==> config.mk <==
export PLATFORM = sky130hd
export DESIGN_NAME = vfcm_ram
export DESIGN_NICKNAME = d
export VERILOG_FILES = /design/src/design/vfcm_ram.sv
export SDC_FILE = /design/constraint.sdc
export NUM_CORES = 2
export LEC_CHECK = 0
export BUFFER_PORTS_ARGS = -buffer_cell sky130_fd_sc_hd__buf_2
export CAP_MARGIN = 30
export CORE_MARGIN = 4
export CORE_UTILIZATION = 55
export DETAILED_ROUTE_END_ITERATION = 8
export PLACE_DENSITY_LB_ADDON = 0.25
export SYNTH_ARGS = -nofsm -noshare
export SYNTH_HDL_FRONTEND = slang
export SYNTH_SLANG_ARGS = --single-unit
==> constraint.sdc <==
create_clock -name clk -period 2.7 [get_ports clk]
set_clock_uncertainty 0.05 [all_clocks]
set_input_delay 0.27 -clock clk [delete_from_list [all_inputs] [get_ports clk]]
set_output_delay 0.27 -clock clk [all_outputs]
set_load 0.05 [all_outputs]
==> src/design/vfcm_ram.sv <==
// Generic single-write, single-read synchronous RAM with registered read data.
// No dependencies.
`default_nettype none

module vfcm_ram #(
    parameter int WIDTH = 8,
    parameter int DEPTH = 256
) (
    input  wire logic                     clk,
    input  wire logic                     we,
    input  wire logic [$clog2(DEPTH)-1:0] waddr,
    input  wire logic [WIDTH-1:0]         wdata,
    input  wire logic [$clog2(DEPTH)-1:0] raddr,
    output logic      [WIDTH-1:0]         rdata
);

    logic [WIDTH-1:0] mem [DEPTH];

    // Write port
    always_ff @(posedge clk)
    begin
        if (we)
        begin
            mem[waddr] <= wdata;
        end
    end

    // Registered read port
    always_ff @(posedge clk)
    begin
        rdata <= mem[raddr];
    end

endmodule

`default_nettype wire

==> results.sh <==
export IMPL_ant_nets=0
export IMPL_drtPass1Iterations=5
export IMPL_vdd_drop_max_mv=0.792
export IMPL_cp_top_family="multiplexers"
export IMPL_numCtsBuffers=200
export IMPL_synthArstFlopShare=0
export IMPL_portBuffers=33
export IMPL_htreeDepth=4
export IMPL_fp_dieH_um=388
export IMPL_final_cells=6447
export IMPL_power_leakage_uw=0.0300
export IMPL_grt_max_degree=104
export IMPL_end_kind="register"
export IMPL_power_density_nw_per_um2=706
export IMPL_syn_area_um2=79600
export IMPL_io_pins=34
export IMPL_ys_ff_latch=2056
export IMPL_synthDistinctLibCells=55
export IMPL_finalCriticalPeriod_ns=2.63
export IMPL_dr_first_iter_drc_count=5365
export IMPL_wirelength_um=196000
export IMPL_period_share=0.972
export IMPL_outcome="finished clean"
export IMPL_cts_sinks=2056
export IMPL_ys_seq_area_frac=0.775
export IMPL_drive_gt1_frac=0.307
export IMPL_slowest_delay_ns=0.64
export IMPL_vias_per_cell=6.38
export IMPL_synth_area_per_cell_um2=21.3
export IMPL_critPathSlowestCell="nor4_1"
export IMPL_synth_fp_nets=3759
export IMPL_finalHoldViolations=0
export IMPL_setup_tns_ns=0
export IMPL_core_area_um2=144000
export IMPL_syn2layout_area_growth_pct=16.6
export IMPL_holdCritPathClass="in -> reg"
export IMPL_fin_util=0.646
export IMPL_syn_instance_count=3733
export IMPL_grt_pass1_vias=41400
export IMPL_max_cap_violations=0
export IMPL_setup_viol=0
export IMPL_post_route_drc_count=0
export IMPL_slew_headroom=0.436
export IMPL_start_util=0.554
export IMPL_layout_setup_ws_ns=0.0748
export IMPL_crit_required_ns=3.36
export IMPL_ys_flop_type="edfxtp_1"
export IMPL_placedCellCount=6063
export IMPL_grt_pass1_wl_um=288000
export IMPL_critPathBufInv=1
export IMPL_max_clock_freq_mhz=381
export IMPL_fp_dieArea_um2=151000
export IMPL_whs_ns=0.0737
export IMPL_row_count=139
export IMPL_gp_congestion=0.874
export IMPL_die_w_um=388
export IMPL_clock_latency_ns=0.82
export IMPL_clockBufferDepth=3
export IMPL_ys_warn_count=0
export IMPL_clk_pin_slew_worst_paths_ns=0.06
export IMPL_path_cells="mux4_2 -> mux4_2 -> nor2b_1 -> nor4_1 -> buf_4 -> nor4_1"
export IMPL_tightest_slew_ns=0.844
export IMPL_worst_setup_path_start_kind="register"
export IMPL_clock_root_buffer="clkbuf_16"
export IMPL_cts_tree="done"
export IMPL_worstPathArrival_ns=3.28
export IMPL_rsz0062_at_grt="no"
export IMPL_slew_violations=0
export IMPL_track_usage=0.263
export IMPL_antenna_found_initial=12
export IMPL_dp_slack_ns=-0.598
export IMPL_layout_nets=4397
export IMPL_grt_overflow_total=0
export IMPL_postCtsSetupBuffers=0
export IMPL_route_vias_total=41100
export IMPL_path_class="reg -> reg"
export IMPL_synth_edf_count=2048
export IMPL_critPathMaxFanout=1
export IMPL_dpl_hpwl_um=126000
export IMPL_wl_per_cell_um=30.4
==> layout by cell type, fill, tap and decap left out, drive strengths merged, types with 9 or more instances in the layout <==
cell         instances
edfxtp            2048
buf                657
mux4               456
nor2               282
clkbuf             259
mux2i              134
a22oi              133
a21oi               96
clkinv              92
o221ai              47
nand3               34
nand2               33
nor2b               31
o22ai               28
nor4                27
nor3                22
a211oi              16
a221oi              14
bufinv              13
o21ai               12
nand4               10
o211ai              10
diode                9
dlygate4sd3          9
==> sequential cells by signal, summed over array words and instances, names as in the netlist <==
| register | cells |
|---|---|
| mem | 2048 |
| rdata | 8 |
==> metal layers <==
layer	up-vias	share of wire	GRT usage	wire, um
met5	-	0.00023	0	46
met4	6	0.027	0.0769	5320
met3	314	0.10	0.0626	20400
met2	2299	0.49	0.414	95200
met1	21500	0.38	0.375	75100
li1	17000	-	-	-
==> layout make-up <==
class	count	area, um2
well taps	1903	2380
fillers	9482	50900
inverters	2	7.51
repair buffers	669	5990
clock inverters	110	906
multi-input cells	1442	16500
clock buffers	256	5300
flip-flops and latches	2056	61700
diodes	9	22.5
==> cell families (layout without fill, tap and decap cells) <==
logic type | Yosys count | after routing | share of synthesized area
other | 0 | 9 | 0
and+or+nand+nor | 466 | 466 | 0.0263
AOI/OAI and AO/OA | 385 | 385 | 0.0342
DFF | 2056 | 2056 | 0.775
buffers and inverters | 235 | 1037 | 0.0183
muxes | 591 | 591 | 0.146
==> metrics by stage <==
stage | area (um2) | power [uW]
global placement | 86400 | 39500
finish | 92800 | 65500
detailed placement | 86400 | 39600
CTS | 92700 | 65800
global route | 92700 | 67500
floorplan | 79600 | 37700
==> path summary, 6_finish.rpt <==
| path | startpoint | depth (start not counted) | to | slack, ns |
|---|---|---|---|---|
| hold reg to reg | mem[32][5] | 7 | rdata[5] | 1.03 |
| setup reg to reg | mem[67][4] | 6 | rdata[4] | 0.07 |
| setup / recovery | mem[67][4] | 6 | rdata[4] | 0.07 |
| hold / removal | wdata[5] | 1 | mem[224][5] | 0.07 |
==> cell usage after synthesis, types with 5 or more instances <==
cell,n,area (um2)
nor4_1,24,150
dfxtp_1,8,160
nand4_1,10,62.6
nor3_1,22,110
nand3_1,34,170
buf_1,22,82.6
buf_8,13,195
o21ai_0,10,50.1
a21oi_1,96,480
nor2b_1,31,194
buf_6,21,236
edfxtp_1,2048,61500
o211ai_1,10,75.1
mux2i_1,134,1340
a211oi_1,16,120
clkbuf_1,111,417
a221oi_1,13,114
nor2_1,282,1060
mux4_2,454,10200
o22ai_1,28,175
buf_4,27,203
nand2b_1,8,50.1
nand2_1,33,124
and2_1,6,37.5
a22oi_1,133,998
buf_2,31,155
buf_12,8,160
o22a_1,5,43.8
a22o_1,8,70.1
o221ai_1,46,403
==> power by group <==
group          internal [uW]  switching [uW]
combinational           1430            2220
sequential             35200            74.9
clock                  15100           11500
==> timing repair <==
item / CTS / global route
endpoints found under the hold margin: 447 / 0
hold buffers: 9 / 0
endpoints found under the setup margin: 0 / 1
gates resized for setup: 0 / 1
No activity file was read; power rests on OpenSTA's default activity.
