===== config.mk =====
export PLATFORM = sky130hd
export DESIGN_NAME = vfcm_emit_flat
export DESIGN_NICKNAME = d
export VERILOG_FILES = /design/src/design/vfcm_pkg.sv /design/src/design/vfcm_if.sv /design/src/design/vfcm_emit.sv /design/src/flat_wrapper.sv
export SDC_FILE = /design/constraint.sdc
export NUM_CORES = 1
export LEC_CHECK = 0
export BUFFER_PORTS_ARGS = -buffer_cell sky130_fd_sc_hd__clkbuf_2
export CORE_ASPECT_RATIO = 1.75
export CORE_MARGIN = 10
export CORE_UTILIZATION = 25
export DETAILED_ROUTE_END_ITERATION = 8
export PLACE_DENSITY = 0.5
export SYNTH_ARGS = -nofsm -noshare
export SYNTH_HDL_FRONTEND = slang
export SYNTH_SLANG_ARGS = --single-unit

===== constraint.sdc =====
create_clock -name clk -period 3.2 [get_ports clk]
set_input_delay 0.32 -clock clk [delete_from_list [all_inputs] [get_ports clk]]
set_output_delay 0.32 -clock clk [all_outputs]
set_load 0.02 [all_outputs]

===== src/design/vfcm_pkg.sv =====
// Shared types and codes for the voxel face-culling mesher.
// Used by vfcm_scan, vfcm_emit and the top level; no dependencies.
`default_nettype none

package vfcm_pkg;

    // Input item operations
    localparam logic [1:0] FUNC_STORE_VOXEL  = 2'd0;
    localparam logic [1:0] FUNC_STORE_BORDER = 2'd1;
    localparam logic [1:0] FUNC_EXAMINE      = 2'd2;

    // Border sides of the neighbor chunks
    localparam logic [1:0] SIDE_WEST  = 2'd0;
    localparam logic [1:0] SIDE_EAST  = 2'd1;
    localparam logic [1:0] SIDE_NORTH = 2'd2;
    localparam logic [1:0] SIDE_SOUTH = 2'd3;

    // Face directions, in emission order
    localparam logic [2:0] DIR_WEST   = 3'd0;
    localparam logic [2:0] DIR_EAST   = 3'd1;
    localparam logic [2:0] DIR_NORTH  = 3'd2;
    localparam logic [2:0] DIR_SOUTH  = 3'd3;
    localparam logic [2:0] DIR_BOTTOM = 3'd4;
    localparam logic [2:0] DIR_TOP    = 3'd5;
    localparam int         NUM_DIRS   = 6;

    // Configuration register indexes
    localparam logic [1:0] REG_CHUNK_X    = 2'd0;
    localparam logic [1:0] REG_CHUNK_Z    = 2'd1;
    localparam logic [1:0] REG_HALF_WORLD = 2'd2;

    localparam logic [6:0] HALF_WORLD_RESET = 7'd8;
    localparam logic [19:0] VERTEX_STEP     = 20'd4;

    typedef struct packed {
        logic signed [6:0] chunk_x;
        logic signed [6:0] chunk_z;
        logic [6:0]        half_world;
    } vfcm_cfg_t;

    // Examined voxel handed from the fetch sequencer to the face emitter
    typedef struct packed {
        logic                start;
        logic [NUM_DIRS-1:0] mask;
        logic [7:0]          id;
        logic [3:0]          x;
        logic [6:0]          y;
        logic [3:0]          z;
    } vfcm_job_t;

endpackage

`default_nettype wire


===== src/design/vfcm_if.sv =====
// Valid/ready channel interfaces: command beats in, face beats out.
// No dependencies.
`default_nettype none


interface vfcm_face_if;
    logic               valid;
    logic               ready;
    logic signed [10:0] world_x;
    logic [6:0]         world_y;
    logic signed [10:0] world_z;
    logic [2:0]         face_dir;
    logic [7:0]         face_voxel_id;
    logic [19:0]        first_vertex;
    logic               last;

    modport source (output valid, world_x, world_y, world_z, face_dir, face_voxel_id,
                    first_vertex, last, input ready);
    modport sink (input valid, world_x, world_y, world_z, face_dir, face_voxel_id,
                  first_vertex, last, output ready);
endinterface

`default_nettype wire


===== src/design/vfcm_emit.sv =====
// Face emitter: walks a face mask, one face beat per cycle into the output
// register while not stalled; owns the vertex counter. Needs vfcm_pkg, vfcm_if.
`default_nettype none

module vfcm_emit #(
    parameter int CHUNK_W = 16
) (
    input  wire logic                clk,
    input  wire logic                rst_n,
    input  wire vfcm_pkg::vfcm_cfg_t cfg,
    input  wire vfcm_pkg::vfcm_job_t job,
    output logic                     emit_idle,
    vfcm_face_if.source              face
);

    logic        busy_reg, busy_next;
    logic [vfcm_pkg::NUM_DIRS-1:0] mask_reg, mask_next;
    logic [7:0]  id_reg;
    logic [3:0]  x_reg;
    logic [6:0]  y_reg;
    logic [3:0]  z_reg;
    logic [19:0] cnt_reg, cnt_next;
    logic        out_valid_reg, out_valid_next;

    logic signed [10:0] world_x_reg;
    logic [6:0]         world_y_reg;
    logic signed [10:0] world_z_reg;
    logic [2:0]         face_dir_reg;
    logic [7:0]         face_id_reg;
    logic [19:0]        first_vertex_reg;
    logic               last_reg;

    logic        load;
    logic [2:0]  pick;
    logic [vfcm_pkg::NUM_DIRS-1:0] remain;
    int          wx, wz;

    assign emit_idle = !busy_reg;
    assign load      = busy_reg && (!out_valid_reg || face.ready);

    // Lowest pending direction goes first
    always_comb
    begin
        pick = vfcm_pkg::DIR_WEST;
        for (int d = vfcm_pkg::NUM_DIRS - 1; d >= 0; d--)
        begin
            if (mask_reg[d])
                pick = 3'(d);
        end
    end

    always_comb
    begin
        remain       = mask_reg;
        remain[pick] = 1'b0;
    end

    assign wx = int'(cfg.chunk_x) * CHUNK_W + int'(x_reg);
    assign wz = int'(cfg.chunk_z) * CHUNK_W + int'(z_reg);

    always_comb
    begin
        busy_next      = busy_reg;
        mask_next      = mask_reg;
        cnt_next       = cnt_reg;
        out_valid_next = out_valid_reg;
        if (face.ready)
            out_valid_next = 1'b0;
        if (load)
        begin
            mask_next      = remain;
            busy_next      = (remain != '0);
            cnt_next       = cnt_reg + vfcm_pkg::VERTEX_STEP;
            out_valid_next = 1'b1;
        end
        else if (job.start)
        begin
            mask_next = job.mask;
            busy_next = 1'b1;
        end
    end

    always_ff @(posedge clk or negedge rst_n)
    begin
        if (!rst_n)
        begin
            busy_reg      <= 1'b0;
            cnt_reg       <= '0;
            out_valid_reg <= 1'b0;
            mask_reg      <= '0;
        end
        else
        begin
            busy_reg      <= busy_next;
            cnt_reg       <= cnt_next;
            out_valid_reg <= out_valid_next;
            mask_reg      <= mask_next;
        end
    end

    // Latch the voxel of a new job
    always_ff @(posedge clk)
    begin
        if (job.start && !busy_reg)
        begin
            id_reg <= job.id;
            x_reg  <= job.x;
            y_reg  <= job.y;
            z_reg  <= job.z;
        end
    end

    // Output register: hold while the receiver stalls
    always_ff @(posedge clk)
    begin
        if (load)
        begin
            world_x_reg      <= $signed(wx[10:0]);
            world_y_reg      <= y_reg;
            world_z_reg      <= $signed(wz[10:0]);
            face_dir_reg     <= pick;
            face_id_reg      <= id_reg;
            first_vertex_reg <= cnt_reg;
            last_reg         <= (remain == '0);
        end
    end

    assign face.valid         = out_valid_reg;
    assign face.world_x       = world_x_reg;
    assign face.world_y       = world_y_reg;
    assign face.world_z       = world_z_reg;
    assign face.face_dir      = face_dir_reg;
    assign face.face_voxel_id = face_id_reg;
    assign face.first_vertex  = first_vertex_reg;
    assign face.last          = last_reg;

endmodule

`default_nettype wire


===== src/flat_wrapper.sv =====
// flat-port wrapper written by rule: the top's interface ports become plain ports
module vfcm_emit_flat 
#(
    parameter int CHUNK_W = 16
)
  (clk, rst_n, cfg, job, emit_idle, face_valid, face_world_x, face_world_y, face_world_z, face_face_dir, face_face_voxel_id, face_first_vertex, face_last, face_ready);
  vfcm_face_if face_i ();
  input  wire logic clk;
  input  wire logic rst_n;
  input  wire vfcm_pkg::vfcm_cfg_t cfg;
  input  wire vfcm_pkg::vfcm_job_t job;
  output logic emit_idle;
  output wire logic [$bits(face_i.valid)-1:0] face_valid;
  output wire logic [$bits(face_i.world_x)-1:0] face_world_x;
  output wire logic [$bits(face_i.world_y)-1:0] face_world_y;
  output wire logic [$bits(face_i.world_z)-1:0] face_world_z;
  output wire logic [$bits(face_i.face_dir)-1:0] face_face_dir;
  output wire logic [$bits(face_i.face_voxel_id)-1:0] face_face_voxel_id;
  output wire logic [$bits(face_i.first_vertex)-1:0] face_first_vertex;
  output wire logic [$bits(face_i.last)-1:0] face_last;
  input wire logic [$bits(face_i.ready)-1:0] face_ready;
  assign face_valid = face_i.valid;
  assign face_world_x = face_i.world_x;
  assign face_world_y = face_i.world_y;
  assign face_world_z = face_i.world_z;
  assign face_face_dir = face_i.face_dir;
  assign face_face_voxel_id = face_i.face_voxel_id;
  assign face_first_vertex = face_i.first_vertex;
  assign face_last = face_i.last;
  assign face_i.ready = face_ready;
  vfcm_emit #(.CHUNK_W(CHUNK_W)) u_core (.clk(clk), .rst_n(rst_n), .cfg(cfg), .job(job), .emit_idle(emit_idle), .face(face_i));
endmodule

==> results.json <==
{
  "critical_path_required_ns": 3.23,
  "path_class": "register to register",
  "postCtsSetupBuffers": 0,
  "status": "complete, no violations",
  "cts_sinks": 108,
  "holdWs_ns": 0.01715,
  "fin_crit_sh_pct": 59.70,
  "grt_use_met3_pct": 3.630,
  "fin_area_mm2": 0.004828,
  "dpl_cell_area_mm2": 0.004514,
  "worstSetupEndpointType": "register",
  "synth_seq_cells": 108,
  "fin_skew_ns": 0.008989,
  "worstPathMaxFanout": 42,
  "cp.arrival_ns": 1.94,
  "core_mm2": 0.01476,
  "clk_latency_ns": 0.34,
  "drt_pass1_iterations": 5,
  "cts_tree": "built",
  "worst_slew_pin_slew_ns": 0.7026,
  "initial_core_util_pct": 25.33,
  "avgViaCountPerCell": 4.059,
  "syn_to_final_growth_pct": 29.11,
  "route.detailed.drc": 0,
  "fin_setup_tns_ns": 0,
  "rrSetupSlack_ns": 1.29,
  "r2r.worst_path.cells": 4,
  "fin_crit_ns": 1.910,
  "final_hold_viol_count": 0,
  "use_met1_pct": 7.874,
  "ys_types": 37,
  "cts.clk_slew.worst_paths_ns": 0.07,
  "ant_nets": 0,
  "grt_max_degree": 43,
  "htreeDepth": 3,
  "grt_pass1_wl_um": 12760,
  "timing.rr.start": "u_core.face.valid",
  "synth_top_area_share_pct": 65.84,
  "fmax_ghz": 0.5234,
  "timing.slew.headroom_pct": 53.16,
  "reg2reg_to": "u_core.face.face_dir[2]",
  "fillCellCount": 1486,
  "powerDensity_mw_per_mm2": 912.0,
  "num_io_pins": 117,
  "netlist_area_mm2": 0.003740,
  "yosysTopAreaCell": "edfxtp_1",
  "drt-wirelength-per-cell_um": 15.80,
  "synthCells": 206,
  "yosys-top-cells-area": "edfxtp_1 66%, dfrtp_1 17%, xnor2_1 3.0%",
  "routabilityCongestion": 0.7488,
  "die_x_um": 112.5,
  "cts_buffer_depth": 2,
  "irDropWorstVdd_uv": 350.8,
  "nets": 378,
  "die_y_um": 181.8,
  "dp.final_hpwl_um": 6087,
  "dieArea_mm2": 0.02044,
  "drv_slew": 0,
  "drtIter0Drc": 49,
  "hp-class": "primary input to asynchronous set/reset pin",
  "start_kind": "register",
  "io_buffers": 107,
  "clockRootBuffer": "clkbuf_16",
  "rows": 59,
  "finalSetupViolCount": 0,
  "cts_buffers": 9,
  "busiest_layer": "met2",
  "synth_warnings": 0,
  "gr-total-overflow": 0,
  "wl_um": 8088,
  "grt_use_met2_pct": 13.75,
  "rsz0062_at_grt": "no",
  "grt_pass1_vias": 2329,
  "p_leak_uw": 0.001950,
  "drv_cap": 0,
  "vias": 2078,
  "drive_gt1_share_pct": 40.55,
  "avgSynthCellArea_um2": 18.15,
  "yosysSeqAreaShare_pct": 83.24,
  "cts_hold_buffers": 0,
  "grt_use_total_pct": 7.987,
  "antenna_found_initial": 1,
  "cts_resized": 0
}
final cells by class:
type                       instances  area [um2]  share of cell area, %
sequential                       108        3113                  64.47
tap                              183       229.0                  4.742
clock inverter                     5       57.56                  1.192
clock buffer                      11       254.0                  5.260
timing repair buffer             109       563.0                  11.66
multi-input combinational         90       590.6                  12.23
inverter                           5       18.77                 0.3887
antenna                            1       2.502                0.05183
stage by stage:
stage	utilization, %	total power [uW]	setup WS [ns]	instances
finish	32.70	4404	1.290	512
global placement	30.58	3300	1.253	495
detailed placement	30.58	3335	1.215	495
global route	32.69	4664	1.129	511
floorplan	-	2878	0.7400	207
CTS	32.69	4497	1.250	511
cell usage after synthesis:
cell and instances:
a211oi_1 2, a21o_1 1, a21oi_1 1, a22oi_1 1
a32o_1 5, and2b_1 2, and3_1 1, and4_1 1
buf_2 1, buf_4 2, clkbuf_1 1, clkinv_1 1
conb_1 1, dfrtp_1 26, edfxtp_1 82, ha_1 1
inv_1 3, inv_2 1, mux2i_1 1, nand2_1 15
nand2b_1 2, nand3_1 10, nand4_1 3, nor2_1 11
nor2_2 1, nor3_1 2, nor3_2 1, nor4_2 1
nor4_4 1, o21a_1 1, o21ai_0 1, o21ai_1 3
o21ai_2 1, or4_1 1, or4_4 1, xnor2_1 13
xor2_1 4
power breakdown:
part / total, uW / internal [uW] / switching [uW]
clock: 1140 / 658 / 479
sequential: 2180 / 1990 / 192
combinational: 1080 / 328 / 755
total: 4400 / 2980 / 1430
placed cells by master, fill, tap and decap left out, types with 2 or more instances in the layout:
master,n
dfrtp_1,26
nor3_1,2
nand2b_1,2
clkbuf_2,107
nand2_1,15
xnor2_1,13
clkinv_2,2
nor2_1,10
a32o_1,5
and2b_1,2
edfxtp_1,82
nand4_1,3
a211oi_1,2
inv_2,2
clkbuf_16,10
o21ai_1,3
xor2_1,4
nor2_2,2
inv_6,2
nand3_1,10
conb_1,2
inv_1,2
kinds of logic (layout without fill, tap and decap cells):
group           Yosys count  in the layout  synth area share [%]
flops                   108            108                 83.24
buf+inv                   9            130                 1.137
compound gates           16             16                 3.245
simple gates             53             53                 7.695
xor+xnor                 17             17                 3.981
fa+ha+maj                 1              1                0.3345
mux                       1              1                0.2677
other cells               1              3                0.1003
critical path: stages (launching register included):
cell and delay [ns]:
dfrtp_1 0.39, nand2b_1 0.14, nand2_1 0.27, inv_2 0.45, buf_12 0.29
worst max path at each step:
stage	slack [ns]	end	startpoint	cells after the start
final	1.29	u_core.face.face_dir[2]	u_core.face.valid	4
after global routing	1.13	u_core.face.world_y[1]	u_core.face.valid	4
after CTS	1.25	u_core.face.world_y[1]	u_core.face.valid	4
after detailed placement	1.21	u_core.face.face_dir[1]	face_ready	5
after global placement	1.25	u_core.face.face_dir[2]	face_ready	5
after floorplan	0.74	u_core.face.face_dir[0]	u_core.face.valid	4
layer usage:
metal | vias to the layer above | wire [um]
met5 | - | 0
met4 | 0 | 177
met3 | 12 | 607
met2 | 63 | 4299
met1 | 1002 | 3002
li1 | 1001 | -
(Power assumes the default switching activity.)
