<file path="src/design/vfcm_pkg.sv">
// Shared types and codes for the voxel face-culling mesher.
// Used by vfcm_scan, vfcm_emit and the top level; no dependencies.
`default_nettype none

package vfcm_pkg;

    // Input item operations
    localparam logic [1:0] FUNC_STORE_VOXEL  = 2'd0;
    localparam logic [1:0] FUNC_STORE_BORDER = 2'd1;
    localparam logic [1:0] FUNC_EXAMINE      = 2'd2;

    // Border sides of the neighbor chunks
    localparam logic [1:0] SIDE_WEST  = 2'd0;
    localparam logic [1:0] SIDE_EAST  = 2'd1;
    localparam logic [1:0] SIDE_NORTH = 2'd2;
    localparam logic [1:0] SIDE_SOUTH = 2'd3;

    // Face directions, in emission order
    localparam logic [2:0] DIR_WEST   = 3'd0;
    localparam logic [2:0] DIR_EAST   = 3'd1;
    localparam logic [2:0] DIR_NORTH  = 3'd2;
    localparam logic [2:0] DIR_SOUTH  = 3'd3;
    localparam logic [2:0] DIR_BOTTOM = 3'd4;
    localparam logic [2:0] DIR_TOP    = 3'd5;
    localparam int         NUM_DIRS   = 6;

    // Configuration register indexes
    localparam logic [1:0] REG_CHUNK_X    = 2'd0;
    localparam logic [1:0] REG_CHUNK_Z    = 2'd1;
    localparam logic [1:0] REG_HALF_WORLD = 2'd2;

    localparam logic [6:0] HALF_WORLD_RESET = 7'd8;
    localparam logic [19:0] VERTEX_STEP     = 20'd4;

    typedef struct packed {
        logic signed [6:0] chunk_x;
        logic signed [6:0] chunk_z;
        logic [6:0]        half_world;
    } vfcm_cfg_t;

    // Examined voxel handed from the fetch sequencer to the face emitter
    typedef struct packed {
        logic                start;
        logic [NUM_DIRS-1:0] mask;
        logic [7:0]          id;
        logic [3:0]          x;
        logic [6:0]          y;
        logic [3:0]          z;
    } vfcm_job_t;

endpackage

`default_nettype wire

</file>
<file path="src/design/vfcm_if.sv">
// Valid/ready channel interfaces: command beats in, face beats out.
// No dependencies.
`default_nettype none

interface vfcm_cmd_if;
    logic       valid;
    logic       ready;
    logic [1:0] func;
    logic [3:0] local_x;
    logic [6:0] local_y;
    logic [3:0] local_z;
    logic [1:0] border_side;
    logic [7:0] voxel_value;

    modport source (output valid, func, local_x, local_y, local_z, border_side, voxel_value,
                    input ready);
    modport sink (input valid, func, local_x, local_y, local_z, border_side, voxel_value,
                  output ready);
endinterface


`default_nettype wire

</file>
<file path="src/design/vfcm_scan.sv">
// Fetch sequencer: takes command beats, writes the voxel and border memories,
// and for an examined voxel reads it and its six neighbors to build a face mask.
// Depends on vfcm_pkg and vfcm_if.
`default_nettype none

module vfcm_scan #(
    parameter int CHUNK_W = 16,
    parameter int CHUNK_H = 128
) (
    input  wire logic                   clk,
    input  wire logic                   rst_n,
    vfcm_cmd_if.sink                    cmd,
    input  wire vfcm_pkg::vfcm_cfg_t    cfg,
    // voxel memory
    output logic                        vox_we,
    output logic [$clog2(CHUNK_W*CHUNK_H*CHUNK_W)-1:0] vox_waddr,
    output logic [7:0]                  vox_wdata,
    output logic [$clog2(CHUNK_W*CHUNK_H*CHUNK_W)-1:0] vox_raddr,
    input  wire logic [7:0]             vox_rdata,
    // border memory
    output logic                        brd_we,
    output logic [$clog2(4*CHUNK_H*CHUNK_W)-1:0] brd_waddr,
    output logic                        brd_wdata,
    output logic [$clog2(4*CHUNK_H*CHUNK_W)-1:0] brd_raddr,
    input  wire logic                   brd_rdata,
    // hand-off to the emitter
    output vfcm_pkg::vfcm_job_t         job,
    input  wire logic                   emit_idle
);

    localparam int VAW = $clog2(CHUNK_W*CHUNK_H*CHUNK_W);
    localparam int BAW = $clog2(4*CHUNK_H*CHUNK_W);

    localparam logic [1:0] S_IDLE = 2'd0;
    localparam logic [1:0] S_READ = 2'd1;
    localparam logic [1:0] S_HAND = 2'd2;

    // Read steps: center, then one per direction, then a drain step
    localparam logic [2:0] STEP_CENTER = 3'd0;
    localparam logic [2:0] STEP_WEST   = 3'd1;
    localparam logic [2:0] STEP_EAST   = 3'd2;
    localparam logic [2:0] STEP_NORTH  = 3'd3;
    localparam logic [2:0] STEP_SOUTH  = 3'd4;
    localparam logic [2:0] STEP_BOTTOM = 3'd5;
    localparam logic [2:0] STEP_TOP    = 3'd6;
    localparam logic [2:0] STEP_DRAIN  = 3'd7;

    function automatic logic [VAW-1:0] vox_addr(input int x, input int y, input int z);
        int a;
        a = (x * CHUNK_H + y) * CHUNK_W + z;
        return a[VAW-1:0];
    endfunction

    function automatic logic [BAW-1:0] brd_addr(input int side, input int y, input int pos);
        int a;
        a = (side * CHUNK_H + y) * CHUNK_W + pos;
        return a[BAW-1:0];
    endfunction

    logic [1:0]  state_reg, state_next;
    logic [2:0]  step_reg, step_next;
    logic [3:0]  x_reg, x_next;
    logic [6:0]  y_reg, y_next;
    logic [3:0]  z_reg, z_next;
    logic [7:0]  id_reg, id_next;
    logic [vfcm_pkg::NUM_DIRS-1:0] mask_reg, mask_next;

    logic        accept;
    logic        in_range;
    logic [3:0]  brd_pos;
    logic        brd_in_range;
    logic        x_lo, x_hi, z_lo, z_hi, y_lo, y_hi;
    logic        west_ok, east_ok, north_ok, south_ok;
    logic [2:0]  dir;
    logic        face_bit;

    assign cmd.ready = (state_reg == S_IDLE);
    assign accept    = cmd.valid && cmd.ready;

    // Store path: writes happen on the accepting edge
    assign in_range = (int'(cmd.local_x) < CHUNK_W) && (int'(cmd.local_y) < CHUNK_H)
                      && (int'(cmd.local_z) < CHUNK_W);
    assign brd_pos  = (cmd.border_side inside {vfcm_pkg::SIDE_WEST, vfcm_pkg::SIDE_EAST})
                      ? cmd.local_z : cmd.local_x;
    assign brd_in_range = (int'(cmd.local_y) < CHUNK_H) && (int'(brd_pos) < CHUNK_W);

    assign vox_we    = accept && (cmd.func == vfcm_pkg::FUNC_STORE_VOXEL) && in_range;
    assign vox_waddr = vox_addr(int'(cmd.local_x), int'(cmd.local_y), int'(cmd.local_z));
    assign vox_wdata = cmd.voxel_value;
    assign brd_we    = accept && (cmd.func == vfcm_pkg::FUNC_STORE_BORDER) && brd_in_range;
    assign brd_waddr = brd_addr(int'(cmd.border_side), int'(cmd.local_y), int'(brd_pos));
    assign brd_wdata = (cmd.voxel_value != 8'd0);

    // Chunk edge flags of the held voxel
    assign x_lo = (x_reg == 4'd0);
    assign x_hi = (int'(x_reg) == CHUNK_W - 1);
    assign z_lo = (z_reg == 4'd0);
    assign z_hi = (int'(z_reg) == CHUNK_W - 1);
    assign y_lo = (y_reg == 7'd0);
    assign y_hi = (int'(y_reg) == CHUNK_H - 1);

    // Neighbor chunks inside the world bounds
    assign west_ok  = (int'(cfg.chunk_x) - 1) >= -int'(cfg.half_world);
    assign east_ok  = (int'(cfg.chunk_x) + 1) <  int'(cfg.half_world);
    assign north_ok = (int'(cfg.chunk_z) - 1) >= -int'(cfg.half_world);
    assign south_ok = (int'(cfg.chunk_z) + 1) <  int'(cfg.half_world);

    // Read address for the current step
    always_comb
    begin
        vox_raddr = vox_addr(int'(x_reg), int'(y_reg), int'(z_reg));
        brd_raddr = brd_addr(int'(vfcm_pkg::SIDE_WEST), int'(y_reg), int'(z_reg));
        case (step_reg)
            STEP_WEST:
            begin
                if (x_lo)
                    brd_raddr = brd_addr(int'(vfcm_pkg::SIDE_WEST), int'(y_reg), int'(z_reg));
                else
                    vox_raddr = vox_addr(int'(x_reg) - 1, int'(y_reg), int'(z_reg));
            end
            STEP_EAST:
            begin
                if (x_hi)
                    brd_raddr = brd_addr(int'(vfcm_pkg::SIDE_EAST), int'(y_reg), int'(z_reg));
                else
                    vox_raddr = vox_addr(int'(x_reg) + 1, int'(y_reg), int'(z_reg));
            end
            STEP_NORTH:
            begin
                if (z_lo)
                    brd_raddr = brd_addr(int'(vfcm_pkg::SIDE_NORTH), int'(y_reg), int'(x_reg));
                else
                    vox_raddr = vox_addr(int'(x_reg), int'(y_reg), int'(z_reg) - 1);
            end
            STEP_SOUTH:
            begin
                if (z_hi)
                    brd_raddr = brd_addr(int'(vfcm_pkg::SIDE_SOUTH), int'(y_reg), int'(x_reg));
                else
                    vox_raddr = vox_addr(int'(x_reg), int'(y_reg), int'(z_reg) + 1);
            end
            STEP_BOTTOM:
            begin
                if (!y_lo)
                    vox_raddr = vox_addr(int'(x_reg), int'(y_reg) - 1, int'(z_reg));
            end
            STEP_TOP:
            begin
                if (!y_hi)
                    vox_raddr = vox_addr(int'(x_reg), int'(y_reg) + 1, int'(z_reg));
            end
            default:
            begin
                vox_raddr = vox_addr(int'(x_reg), int'(y_reg), int'(z_reg));
            end
        endcase
    end

    // Decide the face of the direction whose read data arrives now
    assign dir = step_reg - 3'd2;
    always_comb
    begin
        case (dir)
            vfcm_pkg::DIR_WEST:   face_bit = x_lo ? (west_ok && !brd_rdata) : (vox_rdata == 8'd0);
            vfcm_pkg::DIR_EAST:   face_bit = x_hi ? (east_ok && !brd_rdata) : (vox_rdata == 8'd0);
            vfcm_pkg::DIR_NORTH:  face_bit = z_lo ? (north_ok && !brd_rdata) : (vox_rdata == 8'd0);
            vfcm_pkg::DIR_SOUTH:  face_bit = z_hi ? (south_ok && !brd_rdata) : (vox_rdata == 8'd0);
            vfcm_pkg::DIR_BOTTOM: face_bit = y_lo || (vox_rdata == 8'd0);
            vfcm_pkg::DIR_TOP:    face_bit = y_hi || (vox_rdata == 8'd0);
            default:              face_bit = 1'b0;
        endcase
    end

    // Sequencer
    always_comb
    begin
        state_next = state_reg;
        step_next  = step_reg;
        x_next     = x_reg;
        y_next     = y_reg;
        z_next     = z_reg;
        id_next    = id_reg;
        mask_next  = mask_reg;
        case (state_reg)
            S_IDLE:
            begin
                if (accept && cmd.func == vfcm_pkg::FUNC_EXAMINE && in_range)
                begin
                    x_next     = cmd.local_x;
                    y_next     = cmd.local_y;
                    z_next     = cmd.local_z;
                    step_next  = STEP_CENTER;
                    mask_next  = '0;
                    state_next = S_READ;
                end
            end
            S_READ:
            begin
                step_next = step_reg + 3'd1;
                if (step_reg == STEP_WEST)
                    id_next = vox_rdata;
                if (step_reg >= STEP_EAST)
                    mask_next[dir] = face_bit;
                if (step_reg == STEP_DRAIN)
                begin
                    state_next = (id_reg != 8'd0 && mask_next != '0) ? S_HAND : S_IDLE;
                end
            end
            S_HAND:
            begin
                if (emit_idle)
                    state_next = S_IDLE;
            end
            default:
            begin
                state_next = S_IDLE;
            end
        endcase
    end

    // Hand the face mask to the emitter once it is free
    always_comb
    begin
        job.start = (state_reg == S_HAND) && emit_idle;
        job.mask  = mask_reg;
        job.id    = id_reg;
        job.x     = x_reg;
        job.y     = y_reg;
        job.z     = z_reg;
    end

    always_ff @(posedge clk or negedge rst_n)
    begin
        if (!rst_n)
        begin
            state_reg <= S_IDLE;
            step_reg  <= STEP_CENTER;
        end
        else
        begin
            state_reg <= state_next;
            step_reg  <= step_next;
        end
    end

    always_ff @(posedge clk)
    begin
        x_reg    <= x_next;
        y_reg    <= y_next;
        z_reg    <= z_next;
        id_reg   <= id_next;
        mask_reg <= mask_next;
    end

endmodule

`default_nettype wire

</file>
<file path="src/flat_wrapper.sv">
// flat-port wrapper written by rule: the top's interface ports become plain ports
module vfcm_scan_flat 
#(
    parameter int CHUNK_W = 16,
    parameter int CHUNK_H = 128
)
  (clk, rst_n, cfg, vox_we, vox_waddr, vox_wdata, vox_raddr, vox_rdata, brd_we, brd_waddr, brd_wdata, brd_raddr, brd_rdata, job, emit_idle, cmd_valid, cmd_func, cmd_local_x, cmd_local_y, cmd_local_z, cmd_border_side, cmd_voxel_value, cmd_ready);
  vfcm_cmd_if cmd_i ();
  input  wire logic clk;
  input  wire logic rst_n;
  input  wire vfcm_pkg::vfcm_cfg_t cfg;
  output logic vox_we;
  output logic [$clog2(CHUNK_W*CHUNK_H*CHUNK_W)-1:0] vox_waddr;
  output logic [7:0] vox_wdata;
  output logic [$clog2(CHUNK_W*CHUNK_H*CHUNK_W)-1:0] vox_raddr;
  input  wire logic [7:0] vox_rdata;
  output logic brd_we;
  output logic [$clog2(4*CHUNK_H*CHUNK_W)-1:0] brd_waddr;
  output logic brd_wdata;
  output logic [$clog2(4*CHUNK_H*CHUNK_W)-1:0] brd_raddr;
  input  wire logic brd_rdata;
  output vfcm_pkg::vfcm_job_t job;
  input  wire logic emit_idle;
  input wire logic [$bits(cmd_i.valid)-1:0] cmd_valid;
  input wire logic [$bits(cmd_i.func)-1:0] cmd_func;
  input wire logic [$bits(cmd_i.local_x)-1:0] cmd_local_x;
  input wire logic [$bits(cmd_i.local_y)-1:0] cmd_local_y;
  input wire logic [$bits(cmd_i.local_z)-1:0] cmd_local_z;
  input wire logic [$bits(cmd_i.border_side)-1:0] cmd_border_side;
  input wire logic [$bits(cmd_i.voxel_value)-1:0] cmd_voxel_value;
  output wire logic [$bits(cmd_i.ready)-1:0] cmd_ready;
  assign cmd_i.valid = cmd_valid;
  assign cmd_i.func = cmd_func;
  assign cmd_i.local_x = cmd_local_x;
  assign cmd_i.local_y = cmd_local_y;
  assign cmd_i.local_z = cmd_local_z;
  assign cmd_i.border_side = cmd_border_side;
  assign cmd_i.voxel_value = cmd_voxel_value;
  assign cmd_ready = cmd_i.ready;
  vfcm_scan #(.CHUNK_W(CHUNK_W), .CHUNK_H(CHUNK_H)) u_core (.clk(clk), .rst_n(rst_n), .cmd(cmd_i), .cfg(cfg), .vox_we(vox_we), .vox_waddr(vox_waddr), .vox_wdata(vox_wdata), .vox_raddr(vox_raddr), .vox_rdata(vox_rdata), .brd_we(brd_we), .brd_waddr(brd_waddr), .brd_wdata(brd_wdata), .brd_raddr(brd_raddr), .brd_rdata(brd_rdata), .job(job), .emit_idle(emit_idle));
endmodule
</file>
<file path="config.mk">
export PLATFORM = sky130hd
export DESIGN_NAME = vfcm_scan_flat
export DESIGN_NICKNAME = d
export VERILOG_FILES = /design/src/design/vfcm_pkg.sv /design/src/design/vfcm_if.sv /design/src/design/vfcm_scan.sv /design/src/flat_wrapper.sv
export SDC_FILE = /design/constraint.sdc
export NUM_CORES = 1
export LEC_CHECK = 0
export BUFFER_PORTS_ARGS = -buffer_cell sky130_fd_sc_hd__buf_2
export CORE_MARGIN = 4
export CORE_UTILIZATION = 40
export DETAILED_ROUTE_END_ITERATION = 16
export MAX_ROUTING_LAYER = met4
export PLACE_DENSITY = 0.67
export SYNTH_ARGS = -nofsm -noshare
export SYNTH_HDL_FRONTEND = slang
export SYNTH_SLANG_ARGS = --single-unit
</file>
<file path="constraint.sdc">
create_clock -name clk -period 2.8 [get_ports clk]
set_input_delay 0.14 -clock clk [delete_from_list [all_inputs] [get_ports clk]]
set_output_delay 0.14 -clock clk [all_outputs]
set_load 0.02 [all_outputs]
</file>
==> results.txt <==
----------------------------------------------------
[GRT]
  Aggregate global-route resource usage ... 0.212
  First-pass GRT wire length ... ~25000 um
  Via count of the first global-routing pass ... between 5k and 6k
  Antenna violations before repair ... 1
  Global route total overflow ... 0
  Largest net degree at the start of global routing ... 17

[CTS]
  CTS clk-pin slew, worst paths ... 0.05 ns
  Deepest level of the CTS H-tree ... 2
  Clock Sink Count ... 34
  Clock root cell ... sky130_fd_sc_hd__clkbuf_16
  Total CTS buffers ... 5
  Clock tree from TritonCTS ... built
  Maximum buffer depth of the clock tree ... 2
  Clock insertion delay at the later pin of the skew report ... 0.27 ns

[Die]
  Floorplan die width ... about 120 um
  Count of standard-cell rows ... between 40 and 50
  Top Ports ... 159
  Core Area ... between 0.01 and 0.015 mm2
  Die Ht ... 122 um
  Full die area ... about 0.015 mm2
  Starting density of the core ... 0.410

[Worst setup path]
  WP buf/inv ... 3
  Beginning of the worst register-to-register path ... u_core.z_reg[0]
  Delay contributed by the slowest stage of the critical path ... between 0.3 and 0.4 ns
  Crit Reg-Reg Endpoint ... u_core.mask_reg[1]
  Flop2flop setup slack ... around 0.15 ns
  Required arrival time at the worst endpoint ... about 2.7 ns
  Cell with the most instances on the worst path ... sky130_fd_sc_hd__ha_4
  Kind of critical path ... reg2out
  CP max FO ... 9
  Family of cells with the greatest summed delay on the critical path ... compound AO/OA/AOI/OAI gates
  Critical Path Start Type ... register
  List of cells traversed by the critical path ... inv_2 > ha_4 > or3b_4 > inv_8 > ha_4 > fa_2 > a21o_1 > nand4_1 > o21ai_2 > o41a_1 > xor2_1 > a221oi_2 > a21oi_2 > buf_4
  Arrival @ worst endpoint ... 3.02 ns
  Crit path capture type ... output pin
  Number of cells on the worst reg-to-reg path ... 13
  Master of the slowest instance on the critical path ... sky130_fd_sc_hd__edfxtp_1

[Timing]
  Relative slew slack ... 0.536
  Unrepaired setup endpoints after global routing ... true
  Max Freq ... around 0.32 GHz
  Pins Over Slew Limit ... 0
  Transition time of the tightest slew-check pin ... about 0.7 ns
  Final critical-path setup slack ... -0.363 ns
  Post-layout min period ... 3.16 ns
  Period Utilization, post-route ... 1.13
  Clock skew after layout ... ~0.0023 ns
  Fin Setup TNS ... -1.45 ns
  Number of endpoints failing setup at the final stage ... 6
  Final Hold Vio Count ... 0

[Layout]
  Final layout net count ... a little under 1k
  Share of final-layout standard cells stronger than drive strength 1 ... 0.363
  Largest register FFs ... 8
  Area overhead of the layout relative to synthesis ... 34.2%

[Placed design]
  Final weighted congestion in routability-driven placement ... between 0.9 and 1
  Worst slack at placement ... -0.160 ns
  Dpl hpwl ... approximately 13000 um
  Count of port buffers added during placement ... approximately 160

[Logic synthesis]
  Post-synthesis instance total ... about 660
  Cells taking the most area after synthesis ... sky130_fd_sc_hd__ha_1, sky130_fd_sc_hd__edfxtp_1, sky130_fd_sc_hd__buf_4
  Unique masters post-synth ... between 60 and 70
  Most numerous cell in the Yosys netlist ... sky130_fd_sc_hd__ha_1
  Sequential fraction of the synthesis area ... 0.192
  Total standard cell area after synthesis ... about 0.0052 mm2
  Share of synthesized flip-flops with an asynchronous set or reset ... 0.147
  Synth area leader ... sky130_fd_sc_hd__ha_1
  Average footprint of a synthesized cell ... 7.88 um2
  Most used standard cells in the synthesized netlist ... sky130_fd_sc_hd__ha_1, sky130_fd_sc_hd__nand2_1, sky130_fd_sc_hd__a21oi_1
  Flops & latches, synth ... 34
  Dominant register cell in the synthesized netlist ... sky130_fd_sc_hd__edfxtp_1
  Net count after synthesis ... between 700 and 800
  Yosys warns ... 0
  Synth top area share ... 0.186
  Count of flip-flops with a built-in enable after synthesis ... 29

[Hold path]
  Worst hold path stage count ... 1
  Worst Hold Class ... in2reg
  Min-delay src ... vox_rdata[5]
  Endpoint of the worst hold-timing path ... u_core.id_reg[5]

[Drt]
  Final wirelength ... around 16000 um
  Residual DRC count ... 0
  First-pass DRT Iterations ... 5
  Via total after detailed routing ... roughly 5.7k
  Iteration-0 DRC Markers ... 397
  Avg Vias per Cell ... about 5.5
  Wire length per cell ... between 15 and 20 um
  Final antenna-violating net count ... 0

[Power]
  Peak supply drop ... 586 uV
  Standby leakage power ... approximately 0.0032 uW
  Power Density ... 639 mW/mm2
  Final Total Pwr ... 4450 uW

[Job]
  Max_cap viols ... 0

[Run status]
  Outcome ... finished with violations
  Violations in the final reports ... negative setup slack

----------------------------------------------------
-- cell type report --
class / instances / area (um2)
diodes: 1 / 2.50
clock buffers: 7 / 143
clock inverters: 1 / 30.0
fillers: 1214 / 5700
inverters: 39 / 154
multi-input cells: 526 / 3910
flip-flops and latches: 34 / 996
well taps: 172 / 215
repair buffers: 246 / 1520
-- stage by stage --
stage	area (um2)	hold slack, ns	utilization	cells
floorplan	5270	-0.156	-	659
global placement	6490	-0.0422	0.512	1008
finish	6970	0.0522	0.550	1026
detailed placement	6490	-0.0409	0.512	1008
CTS	6750	0.0485	0.532	1020
global route	6970	0.0513	0.550	1026
-- power by group --
part	internal (uW)	total (uW)	switching (uW)	leakage, uW
clock	444	636	192	0.0000841
combinational	1200	2990	1800	0.00281
sequential	706	819	113	0.000333
total	2350	4450	2100	0.00323
-- worst max path at each step --
stage,start,cells past startpoint,slack (ns),end
2_1_floorplan,u_core.z_reg[0],13,-0.23,vox_raddr[12]
3_3_place_gp,u_core.z_reg[1],14,-0.13,vox_raddr[12]
3_5_place_dp,u_core.z_reg[0],13,-0.16,vox_raddr[13]
4_1_cts,u_core.z_reg[0],14,-0.35,vox_raddr[12]
5_1_grt,u_core.z_reg[1],14,-0.51,vox_raddr[12]
6_report,u_core.z_reg[0],14,-0.36,vox_raddr[12]
-- metal layers --
layer	up-vias	share of wire	wire length [um]	global-route usage
li1	2803	-	-	-
met3	36	0.088	1410	0.0306
met4	0	0.016	261	0.0644
met5	-	0	0	-
met2	260	0.46	7320	0.330
met1	2592	0.44	7090	0.286
-- cells in the final DEF (no fill, tap or decap), types with 9 or more instances in the layout --
cell type                  synthesis  layout
sky130_fd_sc_hd__nand4_1          13      13
sky130_fd_sc_hd__o21ai_0          46      38
sky130_fd_sc_hd__nor3_1           25      21
sky130_fd_sc_hd__buf_4            39      90
sky130_fd_sc_hd__nand2b_1          9       9
sky130_fd_sc_hd__xnor2_1          19      19
sky130_fd_sc_hd__ha_1             77      74
sky130_fd_sc_hd__buf_2             2     147
sky130_fd_sc_hd__nor2_1           46      42
sky130_fd_sc_hd__nand2_1          57      54
sky130_fd_sc_hd__nand3_1          37      32
sky130_fd_sc_hd__inv_1            38      36
sky130_fd_sc_hd__o211ai_1         11      11
sky130_fd_sc_hd__nor4_1           12      12
sky130_fd_sc_hd__a21oi_1          48      43
sky130_fd_sc_hd__edfxtp_1         29      29
sky130_fd_sc_hd__xor2_1           18      18
-- logic make-up after synthesis --
group / after synthesis / share of synthesized area
DFF: 34 / 0.192
adders and majority gates: 79 / 0.193
xor gates and xnor gates: 37 / 0.0624
and+or+nand+nor: 236 / 0.230
AOI/OAI and AO/OA: 167 / 0.206
buffers and inverters: 99 / 0.102
muxes: 7 / 0.0145
-- timing repair --
action | in CTS | in global routing
gates cloned | 0 | 0
resized for setup | 15 | 47
hold buffers | 1 | 0
setup endpoints to repair | 7 | 22
pin swaps | 5 | 7
hold endpoints to repair | 5 | 0
buffers inserted | 3 | 5
No activity file was read; power rests on OpenSTA's default activity.
